`config.mk`:
```
export PLATFORM = sky130hd
export DESIGN_NAME = epoch_seconds_to_datetime
export DESIGN_NICKNAME = d
export VERILOG_FILES = /design/src/es2dt_pkg.sv /design/src/es2dt_sdiv.sv /design/src/es2dt_cal_walk.sv /design/src/epoch_seconds_to_datetime.sv
export SDC_FILE = /design/constraint.sdc
export NUM_CORES = 1
export LEC_CHECK = 0
export BUFFER_PORTS_ARGS = -buffer_cell sky130_fd_sc_hd__clkbuf_2
export CORE_ASPECT_RATIO = 0.8
export CORE_MARGIN = 3
export CORE_UTILIZATION = 60
export CTS_BUF_LIST = sky130_fd_sc_hd__clkbuf_4
export CTS_CLUSTER_SIZE = 25
export DETAILED_ROUTE_END_ITERATION = 10
export HOLD_SLACK_MARGIN = 0.06
export PLACE_DENSITY_LB_ADDON = 0.1
export SLEW_MARGIN = 10
export SYNTH_ARGS = -nofsm -noshare
export SYNTH_HDL_FRONTEND = slang
export SYNTH_HIERARCHICAL = 1
export SYNTH_SLANG_ARGS = --single-unit
```
`constraint.sdc`:
```
create_clock -name clk_i -period 12.47 [get_ports clk_i]
set_input_delay 3.741 -clock clk_i [delete_from_list [all_inputs] [get_ports clk_i]]
set_output_delay 3.741 -clock clk_i [all_outputs]
set_load 0.1 [all_outputs]
```
`src/es2dt_pkg.sv`:
```
package es2dt_pkg;

  // Field widths
  localparam int unsigned SecsW  = 32;
  localparam int unsigned YearW  = 12;
  localparam int unsigned MonW   = 4;
  localparam int unsigned DomW   = 5;
  localparam int unsigned HourW  = 5;
  localparam int unsigned MinW   = 6;
  localparam int unsigned SecW   = 6;

  // Serial divider sizing
  localparam int unsigned DivRemW = 17;                    // holds 0 .. 86399
  localparam int unsigned DivCntW = $clog2(SecsW + 1);
  localparam int unsigned DaysW   = 16;                    // up to 49710 days

  localparam logic [DivRemW-1:0] SecsPerDay  = DivRemW'(86400);
  localparam logic [DivRemW-1:0] SecsPerHour = DivRemW'(3600);
  localparam logic [DivRemW-1:0] SecsPerMin  = DivRemW'(60);

  // Quotient bits needed per pass
  localparam logic [DivCntW-1:0] DayBits  = DivCntW'(32);
  localparam logic [DivCntW-1:0] HourBits = DivCntW'(17);
  localparam logic [DivCntW-1:0] MinBits  = DivCntW'(12);

  localparam logic [YearW-1:0] FirstYear = YearW'(1970);

  // Position of the first year within the leap cycles
  localparam logic [1:0] Mod4Init   = 2'd2;
  localparam logic [6:0] Mod100Init = 7'd70;
  localparam logic [8:0] Mod400Init = 9'd370;

  localparam logic [MonW-1:0] MonJan = MonW'(1);
  localparam logic [MonW-1:0] MonFeb = MonW'(2);
  localparam logic [MonW-1:0] MonApr = MonW'(4);
  localparam logic [MonW-1:0] MonJun = MonW'(6);
  localparam logic [MonW-1:0] MonSep = MonW'(9);
  localparam logic [MonW-1:0] MonNov = MonW'(11);

  typedef struct packed {
    logic                 start;
    logic [SecsW-1:0]     dividend;  // left aligned
    logic [DivRemW-1:0]   divisor;
    logic [DivCntW-1:0]   nbits;
  } div_cmd_t;

  typedef struct packed {
    logic                 done;
    logic [SecsW-1:0]     quo;       // low nbits valid
    logic [DivRemW-1:0]   rem;
  } div_rsp_t;

  function automatic logic [DomW-1:0] month_days(logic [MonW-1:0] mon, logic leap);
    logic [DomW-1:0] len;
    case (mon) inside
      MonFeb:                         len = leap ? DomW'(29) : DomW'(28);
      MonApr, MonJun, MonSep, MonNov: len = DomW'(30);
      default:                        len = DomW'(31);
    endcase
    return len;
  endfunction

endpackage

```
`src/es2dt_sdiv.sv`:
```
// Restoring divider, one quotient bit per cycle.
module es2dt_sdiv
  import es2dt_pkg::*;
(
  input  logic     clk_i,
  input  logic     rst_ni,
  input  div_cmd_t cmd_i,
  output div_rsp_t rsp_o
);

  logic [SecsW-1:0]   quo_q;
  logic [DivRemW-1:0] rem_q, rem_d, div_q;
  logic [DivCntW-1:0] cnt_q;
  logic               run_q, done_q;
  logic [DivRemW:0]   trial, diff;
  logic               ge;

  assign trial = {rem_q, quo_q[SecsW-1]};
  assign diff  = trial - {1'b0, div_q};
  assign ge    = trial >= {1'b0, div_q};
  assign rem_d = ge ? diff[DivRemW-1:0] : trial[DivRemW-1:0];

  always_ff @(posedge clk_i or negedge rst_ni) begin
    if (!rst_ni) begin
      run_q  <= 1'b0;
      done_q <= 1'b0;
      cnt_q  <= '0;
    end else begin
      done_q <= 1'b0;
      if (cmd_i.start) begin
        run_q <= 1'b1;
        cnt_q <= cmd_i.nbits;
      end else if (run_q) begin
        cnt_q <= cnt_q - DivCntW'(1);
        if (cnt_q == DivCntW'(1)) begin
          run_q  <= 1'b0;
          done_q <= 1'b1;
        end
      end
    end
  end

  always_ff @(posedge clk_i) begin
    if (cmd_i.start) begin
      quo_q <= cmd_i.dividend;
      rem_q <= '0;
      div_q <= cmd_i.divisor;
    end else if (run_q) begin
      quo_q <= {quo_q[SecsW-2:0], ge};
      rem_q <= rem_d;
    end
  end

  assign rsp_o.done = done_q;
  assign rsp_o.quo  = quo_q;
  assign rsp_o.rem  = rem_q;

endmodule

```
`src/es2dt_cal_walk.sv`:
```
// Year then month walk over a zero-based day count.
module es2dt_cal_walk
  import es2dt_pkg::*;
(
  input  logic             clk_i,
  input  logic             rst_ni,
  input  logic             start_i,
  input  logic [DaysW-1:0] days_i,
  output logic             done_o,
  output logic [YearW-1:0] year_o,
  output logic [MonW-1:0]  month_o,
  output logic [DomW-1:0]  dom_o
);

  typedef enum logic [2:0] {
    W_IDLE  = 3'b001,
    W_YEAR  = 3'b010,
    W_MONTH = 3'b100
  } walk_state_e;

  walk_state_e      state_q, state_d;
  logic [DaysW-1:0] days_q;
  logic [YearW-1:0] year_q;
  logic [MonW-1:0]  mon_q;
  logic [1:0]       m4_q;
  logic [6:0]       m100_q;
  logic [8:0]       m400_q;
  logic             done_q;
  logic             leap;
  logic [8:0]       ylen;
  logic [DomW-1:0]  mlen;
  logic             year_fits, mon_fits;

  assign leap      = (m4_q == 2'd0) && ((m100_q != 7'd0) || (m400_q == 9'd0));
  assign ylen      = leap ? 9'd366 : 9'd365;
  assign mlen      = month_days(mon_q, leap);
  assign year_fits = days_q < DaysW'(ylen);
  assign mon_fits  = days_q < DaysW'(mlen);

  always_comb begin
    state_d = state_q;
    case (state_q)
      W_IDLE:  if (start_i) state_d = W_YEAR;
      W_YEAR:  if (year_fits) state_d = W_MONTH;
      W_MONTH: if (mon_fits) state_d = W_IDLE;
      default: state_d = W_IDLE;
    endcase
  end

  always_ff @(posedge clk_i or negedge rst_ni) begin
    if (!rst_ni) begin
      state_q <= W_IDLE;
      done_q  <= 1'b0;
    end else begin
      state_q <= state_d;
      done_q  <= (state_q == W_MONTH) && mon_fits;
    end
  end

  always_ff @(posedge clk_i) begin
    case (state_q)
      W_IDLE: begin
        if (start_i) begin
          days_q <= days_i;
          year_q <= FirstYear;
          mon_q  <= MonJan;
          m4_q   <= Mod4Init;
          m100_q <= Mod100Init;
          m400_q <= Mod400Init;
        end
      end
      W_YEAR: begin
        if (!year_fits) begin
          days_q <= days_q - DaysW'(ylen);
          year_q <= year_q + YearW'(1);
          m4_q   <= m4_q + 2'd1;
          m100_q <= (m100_q == 7'd99)  ? 7'd0 : m100_q + 7'd1;
          m400_q <= (m400_q == 9'd399) ? 9'd0 : m400_q + 9'd1;
        end
      end
      W_MONTH: begin
        if (!mon_fits) begin
          days_q <= days_q - DaysW'(mlen);
          mon_q  <= mon_q + MonW'(1);
        end
      end
      default: ;
    endcase
  end

  assign done_o  = done_q;
  assign year_o  = year_q;
  assign month_o = mon_q;
  assign dom_o   = days_q[DomW-1:0] + DomW'(1);

endmodule

```
`src/epoch_seconds_to_datetime.sv`:
```
// Unix seconds to Gregorian date and time of day.
//
// Command channel: drive epoch_seconds_i and raise start_i; the beat is taken
// at a rising edge where start_i is high and busy_o is low. busy_o stays high
// while the item is worked on.
// Result channel: valid_o is high for exactly one cycle, with year_o, month_o,
// day_of_month_o, hour_o, minute_o and second_o valid in that cycle only. The
// receiver cannot stall; a new command may be taken in the valid_o cycle.
//
// An accepted item runs three passes of the shared bit-serial divider (by
//   86400, 3600, 60), then a year walk from 1970 (up to 136 years) and a
//   month walk (up to 11 months), one year or one month at a time.
// One item is in flight at a time: a new command is not taken until the
// previous item reaches valid_o.
//
// Reset is asynchronous and returns both controllers to idle; no result is
// pending after reset and the data registers are simply overwritten later.
module epoch_seconds_to_datetime
  import es2dt_pkg::*;
(
  input  logic             clk_i,
  input  logic             rst_ni,
  input  logic             start_i,
  output logic             busy_o,
  input  logic [SecsW-1:0] epoch_seconds_i,
  output logic             valid_o,
  output logic [YearW-1:0] year_o,
  output logic [MonW-1:0]  month_o,
  output logic [DomW-1:0]  day_of_month_o,
  output logic [HourW-1:0] hour_o,
  output logic [MinW-1:0]  minute_o,
  output logic [SecW-1:0]  second_o
);

  typedef enum logic [5:0] {
    S_IDLE = 6'b000001,
    S_DAY  = 6'b000010,   // seconds / 86400
    S_HOUR = 6'b000100,   // remainder / 3600
    S_MIN  = 6'b001000,   // remainder / 60
    S_CAL  = 6'b010000,   // year and month walk
    S_DONE = 6'b100000    // result strobe
  } top_state_e;

  top_state_e       state_q, state_d;
  div_cmd_t         div_cmd;
  div_rsp_t         div_rsp;
  logic [DaysW-1:0] days_q;
  logic [HourW-1:0] hour_q;
  logic [MinW-1:0]  min_q;
  logic [SecW-1:0]  sec_q;
  logic             cal_start, cal_done;
  logic             accept;

  assign accept = start_i && ((state_q == S_IDLE) || (state_q == S_DONE));

  // Divider command: the next pass starts in the cycle the previous one ends.
  always_comb begin
    div_cmd = '0;
    case (state_q)
      S_IDLE, S_DONE: begin
        div_cmd.start    = start_i;
        div_cmd.dividend = epoch_seconds_i;
        div_cmd.divisor  = SecsPerDay;
        div_cmd.nbits    = DayBits;
      end
      S_DAY: begin
        div_cmd.start    = div_rsp.done;
        div_cmd.dividend = {div_rsp.rem, (SecsW - DivRemW)'(0)};
        div_cmd.divisor  = SecsPerHour;
        div_cmd.nbits    = HourBits;
      end
      S_HOUR: begin
        div_cmd.start    = div_rsp.done;
        div_cmd.dividend = {div_rsp.rem[11:0], (SecsW - 12)'(0)};
        div_cmd.divisor  = SecsPerMin;
        div_cmd.nbits    = MinBits;
      end
      default: div_cmd = '0;
    endcase
  end

  assign cal_start = (state_q == S_MIN) && div_rsp.done;

  always_comb begin
    state_d = state_q;
    case (state_q)
      S_IDLE:  if (accept) state_d = S_DAY;
      S_DAY:   if (div_rsp.done) state_d = S_HOUR;
      S_HOUR:  if (div_rsp.done) state_d = S_MIN;
      S_MIN:   if (div_rsp.done) state_d = S_CAL;
      S_CAL:   if (cal_done) state_d = S_DONE;
      S_DONE:  state_d = accept ? S_DAY : S_IDLE;
      default: state_d = S_IDLE;
    endcase
  end

  always_ff @(posedge clk_i or negedge rst_ni) begin
    if (!rst_ni) begin
      state_q <= S_IDLE;
    end else begin
      state_q <= state_d;
    end
  end

  always_ff @(posedge clk_i) begin
    if ((state_q == S_DAY) && div_rsp.done) begin
      days_q <= div_rsp.quo[DaysW-1:0];
    end
    if ((state_q == S_HOUR) && div_rsp.done) begin
      hour_q <= div_rsp.quo[HourW-1:0];
    end
    if ((state_q == S_MIN) && div_rsp.done) begin
      min_q <= div_rsp.quo[MinW-1:0];
      sec_q <= div_rsp.rem[SecW-1:0];
    end
  end

  es2dt_sdiv u_sdiv (
    .clk_i  (clk_i),
    .rst_ni (rst_ni),
    .cmd_i  (div_cmd),
    .rsp_o  (div_rsp)
  );

  es2dt_cal_walk u_cal_walk (
    .clk_i   (clk_i),
    .rst_ni  (rst_ni),
    .start_i (cal_start),
    .days_i  (days_q),
    .done_o  (cal_done),
    .year_o  (year_o),
    .month_o (month_o),
    .dom_o   (day_of_month_o)
  );

  assign busy_o   = !((state_q == S_IDLE) || (state_q == S_DONE));
  assign valid_o  = (state_q == S_DONE);
  assign hour_o   = hour_q;
  assign minute_o = min_q;
  assign second_o = sec_q;

endmodule

```
# Word-level counts from Yosys, hierarchy flattened
# Cells that the tools add are included.
[op_classes] n_addsub=10 n_lt_le_gt_ge=3 n_eq_ne=27 muxes=48 n_reduce_logical=23
[op_table] op="one-hot mux 56 bit (3 select lines)" n=1
[op_table] op="2-to-1 mux 32 bit" n=2
[op_table] op="2-to-1 mux 16 bit" n=3
[op_table] op="one-hot mux 16 bit (3 select lines)" n=1
[op_table] op="2-to-1 mux 6 bit" n=7
[op_table] op="one-hot mux 6 bit (6 select lines)" n=1
[op_table] op="2-to-1 mux 9 bit" n=3
[op_table] op="2-to-1 mux 12 bit" n=2
[op_table] op="one-hot mux 12 bit (2 select lines)" n=1
[op_table] op="2-to-1 mux 7 bit" n=3
[op_table] op="greater-or-equal comparator 18 x 17 -> 1 bit" n=1
[op_table] op="one-hot mux 9 bit (2 select lines)" n=1
[op_table] op="2-to-1 mux 17 bit" n=1
[op_table] op="subtractor 17 bit" n=1
[op_table] op="< comparator 16 x 5 -> 1 bit" n=1
[op_table] op="< comparator 16 x 9 -> 1 bit" n=1
[op_table] op="subtractor 16 x 5 -> 16 bit" n=1
[op_table] op="subtractor 16 x 9 -> 16 bit" n=1
[op_table] op="one-hot mux 7 bit (2 select lines)" n=1
[op_table] op="adder 12 x 1 -> 12 bit (second input constant)" n=1
[op_table] op="== test 6 x 1 -> 1 bit (second input constant)" n=2
[op_table] op="!= test 2 x 1 -> 1 bit (second input constant)" n=6
[op_table] op="adder 9 x 1 -> 9 bit (second input constant)" n=1
[op_table] op="== test 9 bit (second input constant)" n=1
[op_table] op="other kinds (39)" n=67
[totals] register_bits=167 in_bits=35 out_inout_bits=40 word_cells=130

# Logic depth before layout (Yosys ltp)
# Gate-level depths: netlist (run 1).
[logic_depth] ltp_word=8 depth_mapped=14 depth_no_buf=14

# Modules after synthesis
# Netlist (run 1), hierarchy kept.
[modules_own_cells] mod="es2dt_sdiv" n_inst=1 cells_each=374 area_per_inst_um2=4080.2
[modules_own_cells] mod="es2dt_cal_walk" n_inst=1 cells_each=365 area_per_inst_um2=3598.5
[modules_own_cells] mod="epoch_seconds_to_datetime" n_inst=1 cells_each=137 area_per_inst_um2=1868.0

# Worst setup path before layout (run 1)
# Ideal clock, no wire load.
[synth_timing] kind="input -> register" startpoint="input port start_i" endpoint="register u_sdiv.quo_q[0], enable pin" setup_ns=0.387 arrival_time_ns=5.901 t_required_ns=12.083 path_slack_ns=6.182 stages=7 path_buffers=3 cell_sequence="nand3_1 o31ai_1 clkbuf_1 clkbuf_1 clkbuf_1 nor2_1 inv_1"
[synth_rtl] item="from (decl)" line_no="epoch_seconds_to_datetime.sv:23" rtl="input logic start_i,"
[synth_rtl] item="to (signal assigned)" line_no="es2dt_sdiv.sv:45" rtl="quo_q <= cmd_i.dividend;"
[synth_rtl] item="to (signal assigned)" line_no="es2dt_sdiv.sv:49" rtl="quo_q <= {quo_q[SecsW-2:0], ge};"
[synth_rtl] item="to (decl)" line_no="es2dt_sdiv.sv:11" rtl="logic [SecsW-1:0] quo_q;"

==> results of run 1 <==
## state kept, by name, indices dropped and copies added, names as in the netlist
signal and count:
days_q 16, hour_o 5, minute_o 6, second_o 6, state_q 6, u_cal_walk/days_q 16
u_cal_walk/done_o 1, u_cal_walk/m100_q 7, u_cal_walk/m400_q 9, u_cal_walk/m4_q 2, u_cal_walk/month_o 4, u_cal_walk/state_q 3
u_cal_walk/year_o 12, u_sdiv/cnt_q 6, u_sdiv/div_q 17, u_sdiv/done_q 1, u_sdiv/quo_q 32, u_sdiv/rem_q 17
u_sdiv/run_q 1
## per-layer routing
metal / share of wire / vias up / GRT usage
met3: 0.078 / 25 / 0.0407
met1: 0.46 / 3457 / 0.380
met4: 0.011 / 0 / 0.0629
met5: 0 / - / 0
li1: - / 3363 / -
met2: 0.46 / 291 / 0.374
## logic make-up after synthesis
logic type,count (synthesis)
AND/OR/NAND/NOR,307
multiplexers,39
other,1
adder cells (fa/ha/maj),39
XOR/XNOR,47
AO/OA/AOI/OAI,178
buffers and inverters,98
flip-flops,167
## report_power, final
group / switching (W) / internal, W
Sequential: 0.0000999 / 0.000760
Clock: 0.000203 / 0.000126
Combinational: 0.000464 / 0.000353
## metrics by stage
step	cell area (um2)	power [W]
after floorplan	9570	0.00150
after CTS	10300	0.00200
after detailed placement	10000	0.00167
after global placement	10000	0.00164
final	10300	0.00201
after global routing	10300	0.00214
## cells in the final DEF, fill, tap and decap left out, types with 7 or more instances in the layout
cell	n
edfxtp_1	132
o21ai_1	8
nand2b_1	11
clkbuf_4	18
inv_6	7
and3_1	38
a221o_2	13
nor2b_1	8
inv_1	43
buf_4	9
xnor2_1	22
xor2_1	24
nor2_1	74
a22o_1	7
a21oi_1	32
dfrtp_1	16
mux2_2	34
nor3_1	21
nand3_1	24
nand2_1	70
nor4_1	9
clkbuf_2	74
dfxtp_1	17
o21ai_0	32
ha_1	36
a311oi_1	8
## worst max path at each step
stage	start	to	slack, ns	depth (start not counted)
floorplan	start_i	u_sdiv/quo_q[0]	6.18	7
global placement	start_i	u_sdiv/quo_q[27]	6.15	6
detailed placement	start_i	u_sdiv/quo_q[12]	6.06	6
CTS	state_q[0]	busy_o	5.76	5
global route	state_q[0]	busy_o	5.58	5
finish	state_q[0]	busy_o	5.80	5
## layout make-up
type	instances	area, um2	area share
tap	210	263	0.0255
sequential	167	4760	0.462
multi-input combinational	616	4380	0.425
clock inverter	14	160	0.0155
inverter	44	165	0.0160
clock buffer	18	135	0.0131
timing repair buffer	83	438	0.0425
## synthesized netlist by cell type, types with 21 or more instances
library cell / n
ha_1: 36
nand3_1: 24
xor2_1: 25
and3_1: 38
a21oi_1: 32
nor3_1: 22
nand2_1: 70
inv_1: 44
o21ai_0: 32
nor2_1: 75
clkbuf_1: 21
xnor2_1: 22
edfxtp_1: 132
mux2_2: 34
## worst register-to-register path, delay by kind of cell, from the launching register on
family / cells / cell delay, ns
simple gates: 4 / 0.93
compound gates: 4 / 1.63
fa+ha+maj: 2 / 0.65
flops: 1 / 0.50
buf+inv: 2 / 0.51
==> out/results.ini, run 1 <==
[timing]
fin_crit_sh = 0.535
max_freq_mhz = 150
hold_viol = 0
fin_ws_ns = 5.80
skew_ns = 0.0219
drv_slew = 0
setup_viol = 0
maxSlewHeadroom = 0.246
rsz0062_at_grt = no
tightest_slew_ns = 1.13
holdWs_ns = 0.464
period_needed_ns = 6.67
setup-tns-final_ns = 0

[power]
p_leak_nw = 4.07
p_per_area_nw_per_um2 = 195
max-vdd-ir-drop_mv = 0.143

[clocking]
htreeDepth = 4
cts_made_buffers = 17
clk_pin_slew_ns = 0.14
cts_tree = done
holdBufCountCts = 0
cts_root_buf = clkbuf_4
worstSkewPairLatency_ns = 0.57
cts.sinks = 167
clockBufferDepth = 2
cts_resized = 0
cts_setup_buffers = 0

[synth]
synthSimpleGateAreaFrac = 0.168
synthCells = 876
synth-compound-area-share = 0.143
postSynthAreaPerCell_um2 = 10.9
ys_seq_area_frac = 0.498
synth_xor_area_frac = 0.0431
synthMuxAreaShare = 0.0453
ys_ff_latch = 167
synth_edf_count = 132
synth_top_area_share = 0.415
synth_area_leaders = edfxtp_1 (42%), ha_1 (4.7%), dfrtp_1 (4.2%)
synthDistinctLibCells = 91
synthAdderAreaFrac = 0.0535
synth-main-ff-cell = edfxtp_1
yosysTopAreaCell = edfxtp_1
synth_top_family_by_area = simple AND/OR/NAND/NOR gates
synth-async-reset-ratio = 0.108
syn_area_um2 = 9550
synth_warnings = 6

[drt]
routed_wirelength_um = 21600
wl_per_cell_um = 18.8
vias = 7136
vias_per_cell = 6.19
drcViolationCount = 0
drt_first_pass_iters = 5
ant_nets = 0
drtIter0Drc = 713

[finish]
fill_cells = 1207
area_growth_pct = 7.90
layout.nets = 1003
n_antenna_cell = 0
drive_gt1_frac = 0.213
fin_cells = 1152
post-route-util = 0.673

[worst_setup_path]
reg2reg_slack_ns = 7.97
cp_cell_sequence = xor2_2, and2_1, buf_4, inv_1, clkbuf_2
slowest_delay_ns = 0.88
path_class = flop to output port
path_buf_inv = 3
critical_path_arrival_ns = 2.93
r2r_cells = 12
crit_path_end_kind = output port
cpLargestDelayFamily = XOR/XNOR gates
path_max_fanout = 29
critical_path_required_ns = 8.73
crit_path_top_delay_cell = xor2_2
cp-start-kind = flop
r2r-end = u_cal_walk/days_q[3]
worstReg2RegStart = u_cal_walk/m400_q[2]

[die]
initial_core_util = 0.623
io-pin-count = 75
rows = 40
die_h_um = 119
dieArea_um2 = 17500
core_um2 = 15300
die_w_um = 147

[global_routing]
grt_pass1_wl_um = 34900
antenna_found_initial = 0
grt_usage = 0.249
grt_pass1_vias = 6608
gr-total-overflow = 0
grt_max_degree = 87

[place]
gp_congestion = 0.937
dp_hpwl_um = 15000
io_buffers = 74
place_inst = 1120
dp_slack_ns = 6.06

[outcome]
status = finished clean

[job]
cap_violations = 0

[min_path]
whs_path_depth = 0
hold_end = days_q[13]
min_path_type = flop to flop
min-delay-start = u_sdiv/quo_q[13]

Power figures use the tool's default switching activity.
==> inputs of run 2 (changes only) <==
Clock period 12.47 ns to 6.2 ns, I/O delays scaled along.
==> run 2 against run 1 <==
Compared with the run above: sequential power rose by 100%; power rose by 100%; count of clock-buffer cells in the layout fell by 1; first-iteration DRC count rose by 21%; worst setup slack got worse by 3.9 ns; sequential cell count did not move; register-to-register slack got worse by 5.9 ns; combinational power rose by 100%; critical path type unchanged; largest power group unchanged.
==> out/results.ini, run 2 (synthesis gave the netlist of run 1 again) <==
[outcome]
status = finished clean

[timing]
setup-tns-final_ns = 0  ; unchanged
skew_ns = 0.0196  ; -0.00232 ns
hold_viol = 0  ; unchanged
rsz0062_at_grt = no
tightest_slew_ns = 0.979  ; -0.152 ns
fin_crit_sh = 0.701
period_needed_ns = 4.35
fin_ws_ns = 1.85  ; -3.94 ns
maxSlewHeadroom = 0.348  ; +0.102
max_freq_mhz = 230
drv_slew = 0  ; unchanged
setup_viol = 0  ; unchanged

[worst_setup_path]
critical_path_arrival_ns = 2.49  ; -0.44 ns
startpoint = state_q[4]
crit_path_end_kind = output port
r2r_cells = 12  ; unchanged
crit_top_cell = buf_4
crit_path_top_delay_cell = dfrtp_1
critical_path_required_ns = 4.34  ; -4.39 ns
path_class = flop to output port
r2r-end = u_cal_walk/days_q[6]
path_max_fanout = 29  ; unchanged
reg2reg_slack_ns = 2.04  ; -5.93 ns
cp-start-kind = flop
cp_cell_sequence = nor4_4, buf_4, and2_1, buf_4, inv_1, clkbuf_2
slowest_delay_ns = 0.51  ; -0.37 ns
worstReg2RegStart = u_cal_walk/m400_q[2]

[finish]
drive_gt1_frac = 0.214  ; +0.000607
largest_reg_flops = 32  ; unchanged
final_common_cell = edfxtp_1
top_regs = u_sdiv/quo_q (32), u_sdiv/div_q (17), u_sdiv/rem_q (17)
area_growth_pct = 8.05
layout.nets = 1005  ; +0.20%
largest_register = u_sdiv/quo_q
layout_common_cells = edfxtp_1 (132), nor2_1 (74), clkbuf_2 (74)
n_antenna_cell = 0  ; unchanged

[place]
io_buffers = 74  ; unchanged
dp_slack_ns = 2.07  ; -3.99 ns
dp_hpwl_um = 14700  ; -2.2%
gp_congestion = 0.906  ; -3.3%

[die]
die_w_um = 147  ; unchanged
die_h_um = 119  ; unchanged
dieArea_um2 = 17500  ; unchanged
rows = 40  ; unchanged
io-pin-count = 75  ; unchanged
initial_core_util = 0.623  ; unchanged
core_um2 = 15300  ; unchanged

[drt]
drcViolationCount = 0  ; unchanged
vias_per_cell = 6.21  ; +0.33%
drt_first_pass_iters = 5  ; unchanged
drtIter0Drc = 865  ; +21%
routed_wirelength_um = 21700  ; +0.24%
wl_per_cell_um = 18.8  ; about the same
vias = 7172  ; +0.50%
ant_nets = 0  ; unchanged

[global_routing]
grt_pass1_wl_um = 35200  ; +0.79%
grt_pass1_vias = 6636  ; +0.42%
grt_usage = 0.250  ; +0.00122
antenna_found_initial = 0  ; unchanged
gr-total-overflow = 0  ; unchanged
grt_max_degree = 77  ; -11%

[power]
p_leak_nw = 4.07  ; about the same
p_per_area_nw_per_um2 = 392  ; +100%
fin_total_pwr_w = 0.00405  ; +100%
max-vdd-ir-drop_mv = 0.393  ; +180%

[clocking]
worstSkewPairLatency_ns = 0.56  ; about the same
cts_setup_buffers = 0  ; unchanged
cts.sinks = 167  ; unchanged
clk_pin_slew_ns = 0.14  ; about the same
htreeDepth = 4  ; unchanged
holdBufCountCts = 0  ; unchanged
cts_made_buffers = 17  ; unchanged
cts_root_buf = clkbuf_4
cts_resized = 0  ; unchanged
clockBufferDepth = 2  ; unchanged
cts_tree = done

[min_path]
min_path_type = flop to flop
hold_end = days_q[10]
min-delay-start = u_sdiv/quo_q[10]
whs_path_depth = 0  ; unchanged

[job]
cap_violations = 0  ; unchanged

==> run 2: changes by cell type in the layout (fill, tap and decap cells not counted), sizes merged <==
cell      previous run  this run
buf                  9        11
inv                 51        50
clkbuf              92        91
clkinvlp             2         4
==> run 2: layout make-up <==
type | instances | area, um2
well taps | 210 | 263
inverters | 44 | 165
fillers | 1261 | 5000
clock buffers | 17 | 128
flip-flops and latches | 167 | 4760
multi-input cells | 616 | 4380
repair buffers | 85 | 453
clock inverters | 15 | 166
==> run 2: worst max-delay path, delay by kind of cell (launching register included) <==
family                 cells  cell delay (ns)
flip-flops                 1             0.51
AND/OR/NAND/NOR            2             0.47
buffers and inverters      4             0.93
==> run 2: per-stage QoR <==
step | util | hold WS [ns] | cell area, um2 | cells
final | 0.674 | 0.470 | 10300 | 1154
after CTS | 0.674 | 0.474 | 10300 | 1154
after global placement | 0.654 | 0.440 | 10000 | 1122
after global routing | 0.674 | 0.477 | 10300 | 1154
after floorplan | - | 0.422 | 9570 | 881
after detailed placement | 0.654 | 0.440 | 10000 | 1122
==> run 2: worst max path at each step <==
| stage | to | slack (ns) |
|---|---|---|
| 3_5_place_dp | u_cal_walk/days_q[2] | 2.07 |
| 2_1_floorplan | u_sdiv/quo_q[0] | 1.79 |
| 5_1_grt | busy_o | 1.70 |
| 6_report | busy_o | 1.85 |
| 3_3_place_gp | u_cal_walk/days_q[0] | 2.17 |
| 4_1_cts | busy_o | 1.80 |
==> run 2: layer usage <==
| layer | wire length (um) | track usage |
|---|---|---|
| met5 | 0 | 0 |
| met3 | 1890 | 0.0548 |
| met1 | 9930 | 0.382 |
| met4 | 311 | 0.0687 |
| met2 | 9550 | 0.362 |
==> run 2: report_power, final <==
part / internal [W] / total [W] / switching [W] / leakage (nW)
Sequential: 0.00153 / 0.00173 / 0.000199 / 1.65
Combinational: 0.000716 / 0.00166 / 0.000945 / 2.28
Clock: 0.000248 / 0.000659 / 0.000412 / 0.146
Total: 0.00249 / 0.00405 / 0.00156 / 4.07
==> inputs of run 3 (changes only) <==
Settings changed: CORE_UTILIZATION 60 to 57.
Clock period 6.2 ns to 3.9 ns, I/O delays scaled along.
==> run 3 against run 2 <==
Compared with the run above: first-iteration DRC count shrank 25%; sequential power grew 60%; critical path depth grew 8; core utilization shrank 2.3 points; count of clock-buffer cells in the layout is the same; worst hold slack lost 0.0063 ns; non-clock buffer count grew 10; clock power grew 79%; clock skew grew 0.0039 ns; largest power group unchanged; via count is essentially flat; cell area grew 1.6%; sequential cell count is the same.
==> out/results.ini, run 3 (synthesis gave the netlist of run 1 again) <==
[worst_setup_path]
path_class = flop to flop
cp-start-kind = flop
path_max_fanout = 5  ; -83%
cpLargestDelayFamily = simple AND/OR/NAND/NOR gates
worstReg2RegStart = u_cal_walk/m400_q[3]
path_buf_inv = 2  ; -2
crit_path_top_delay_cell = edfxtp_1
startpoint = u_cal_walk/m400_q[3]
cp_cell_sequence = nor4_1, nand4b_1, a41oi_1, buf_4, o21ai_0, o21ai_1, ha_1, inv_1, fa_1, and4_1, nand2b_1, nor4_2, xnor2_1, o221ai_1
crit_path_end_kind = flop
critical_path_arrival_ns = 3.89  ; +1.40 ns
slowest_delay_ns = 0.49  ; -0.02 ns
critical_path_required_ns = 4.20  ; -0.14 ns

[global_routing]
grt_pass1_wl_um = 35200  ; +0.16%
grt_max_degree = 51  ; -34%
antenna_found_initial = 1  ; +1
grt_pass1_vias = 6706  ; +1.1%
grt_usage = 0.246  ; -0.00387
gr-total-overflow = 0  ; unchanged

[clocking]
clockBufferDepth = 2  ; unchanged
cts_tree = done
htreeDepth = 4  ; unchanged
clk_pin_slew_ns = 0.16  ; +0.02 ns
worstSkewPairLatency_ns = 0.56  ; about the same
cts.sinks = 167  ; unchanged
cts_root_buf = clkbuf_4
holdBufCountCts = 0  ; unchanged
cts_made_buffers = 17  ; unchanged

[die]
initial_core_util = 0.593  ; -0.0307
io-pin-count = 75  ; unchanged
dieArea_um2 = 18300  ; +5.0%
core_um2 = 16100  ; +5.2%
rows = 41  ; +2.5%
die_h_um = 122  ; +2.5%
die_w_um = 151  ; +2.5%

[power]
p_per_area_nw_per_um2 = 633  ; +61%
max-vdd-ir-drop_mv = 0.348  ; -11%
p_leak_nw = 4.15  ; +2.1%

[finish]
stdcell_area_um2 = 10500  ; +1.6%
layout.nets = 1015  ; +1.0%
area_growth_pct = 9.78
layout_common_cells = edfxtp_1 (132), nor2_1 (74), clkbuf_2 (74)
largest_reg_flops = 32  ; unchanged
top_regs = u_sdiv/quo_q (32), u_sdiv/div_q (17), u_sdiv/rem_q (17)
drive_gt1_frac = 0.224  ; +0.0103
final_common_cell = edfxtp_1
fill_cells = 1270  ; +0.71%
largest_register = u_sdiv/quo_q

[drt]
drt_first_pass_iters = 5  ; unchanged
ant_nets = 0  ; unchanged
wl_per_cell_um = 19.0  ; +1.1%
vias = 7166  ; -0.084%
routed_wirelength_um = 22200  ; +2.5%
drtIter0Drc = 652  ; -25%
vias_per_cell = 6.12  ; -1.5%
drcViolationCount = 0  ; unchanged

[timing]
hold_viol = 0  ; unchanged
rsz0062_at_grt = no
drv_slew = 0  ; unchanged
period_needed_ns = 3.58
setup_viol = 0  ; unchanged
maxSlewHeadroom = 0.407  ; +0.0597
tightest_slew_ns = 0.889  ; -0.0896 ns
fin_crit_sh = 0.919
max_freq_mhz = 279
skew_ns = 0.0235  ; +0.00394 ns
holdWs_ns = 0.464  ; -0.00628 ns
setup-tns-final_ns = 0  ; unchanged

[place]
io_buffers = 74  ; unchanged
dp_hpwl_um = 15300  ; +4.3%
gp_congestion = 0.874  ; -3.6%
postPlaceCellArea_um2 = 10100  ; +0.76%

[job]
cap_violations = 0  ; unchanged

[min_path]
min-delay-start = u_sdiv/quo_q[13]
min_path_type = flop to flop

[outcome]
status = finished clean

[run 3: worst paths after layout]
path	endpoint	slack, ns	cells after the start
worst min register to register	days_q[13]	0.46	0
max in group asynchronous	u_cal_walk/state_q[0]	2.99	1
worst min-delay path	days_q[13]	0.46	0
worst max register to register	u_cal_walk/days_q[14]	0.32	14
min in group asynchronous	state_q[2]	0.56	1
worst max-delay path	u_cal_walk/days_q[14]	0.32	14
[run 3: report_power, final]
part	total [W]	switching (W)	internal, W	leakage (nW)
registers	0.00276	0.000336	0.00242	1.65
clock network	0.00118	0.000656	0.000525	0.176
logic	0.00269	0.00153	0.00116	2.33
[run 3: stage by stage]
| stage | setup WS, ns | std cells | util | total power, W |
|---|---|---|---|---|
| after floorplan | 0.00663 | 881 | - | 0.00479 |
| after global placement | 0.354 | 1133 | 0.627 | 0.00535 |
| after global routing | 0.0841 | 1170 | 0.651 | 0.00706 |
| after CTS | 0.143 | 1165 | 0.648 | 0.00664 |
| final | 0.318 | 1170 | 0.651 | 0.00664 |
| after detailed placement | 0.171 | 1133 | 0.627 | 0.00544 |
[run 3: layer usage]
layer  track usage  part of all wire  vias to the layer above
met2         0.354              0.44                      278
met1         0.384              0.48                     3482
met3        0.0472             0.076                       16
met5             0                 0                        -
met4        0.0634            0.0086                        0
li1              -                 -                     3390
[run 3: timing repair]
action                                  4_1_cts  5_1_grt
endpoints found under the setup margin        0        6
setup buffers                                 0        4
gates resized for setup                       0        2
[run 3: cell type report]
cell class	instances	area, um2	area share
Inverter	44	165	0.0158
Clock inverter	15	216	0.0207
Sequential cell	167	4760	0.454
Timing Repair Buffer	95	553	0.0528
Tap cell	215	269	0.0257
Antenna cell	1	2.50	0.000239
Multi-Input combinational cell	616	4390	0.419
Clock buffer	17	128	0.0122
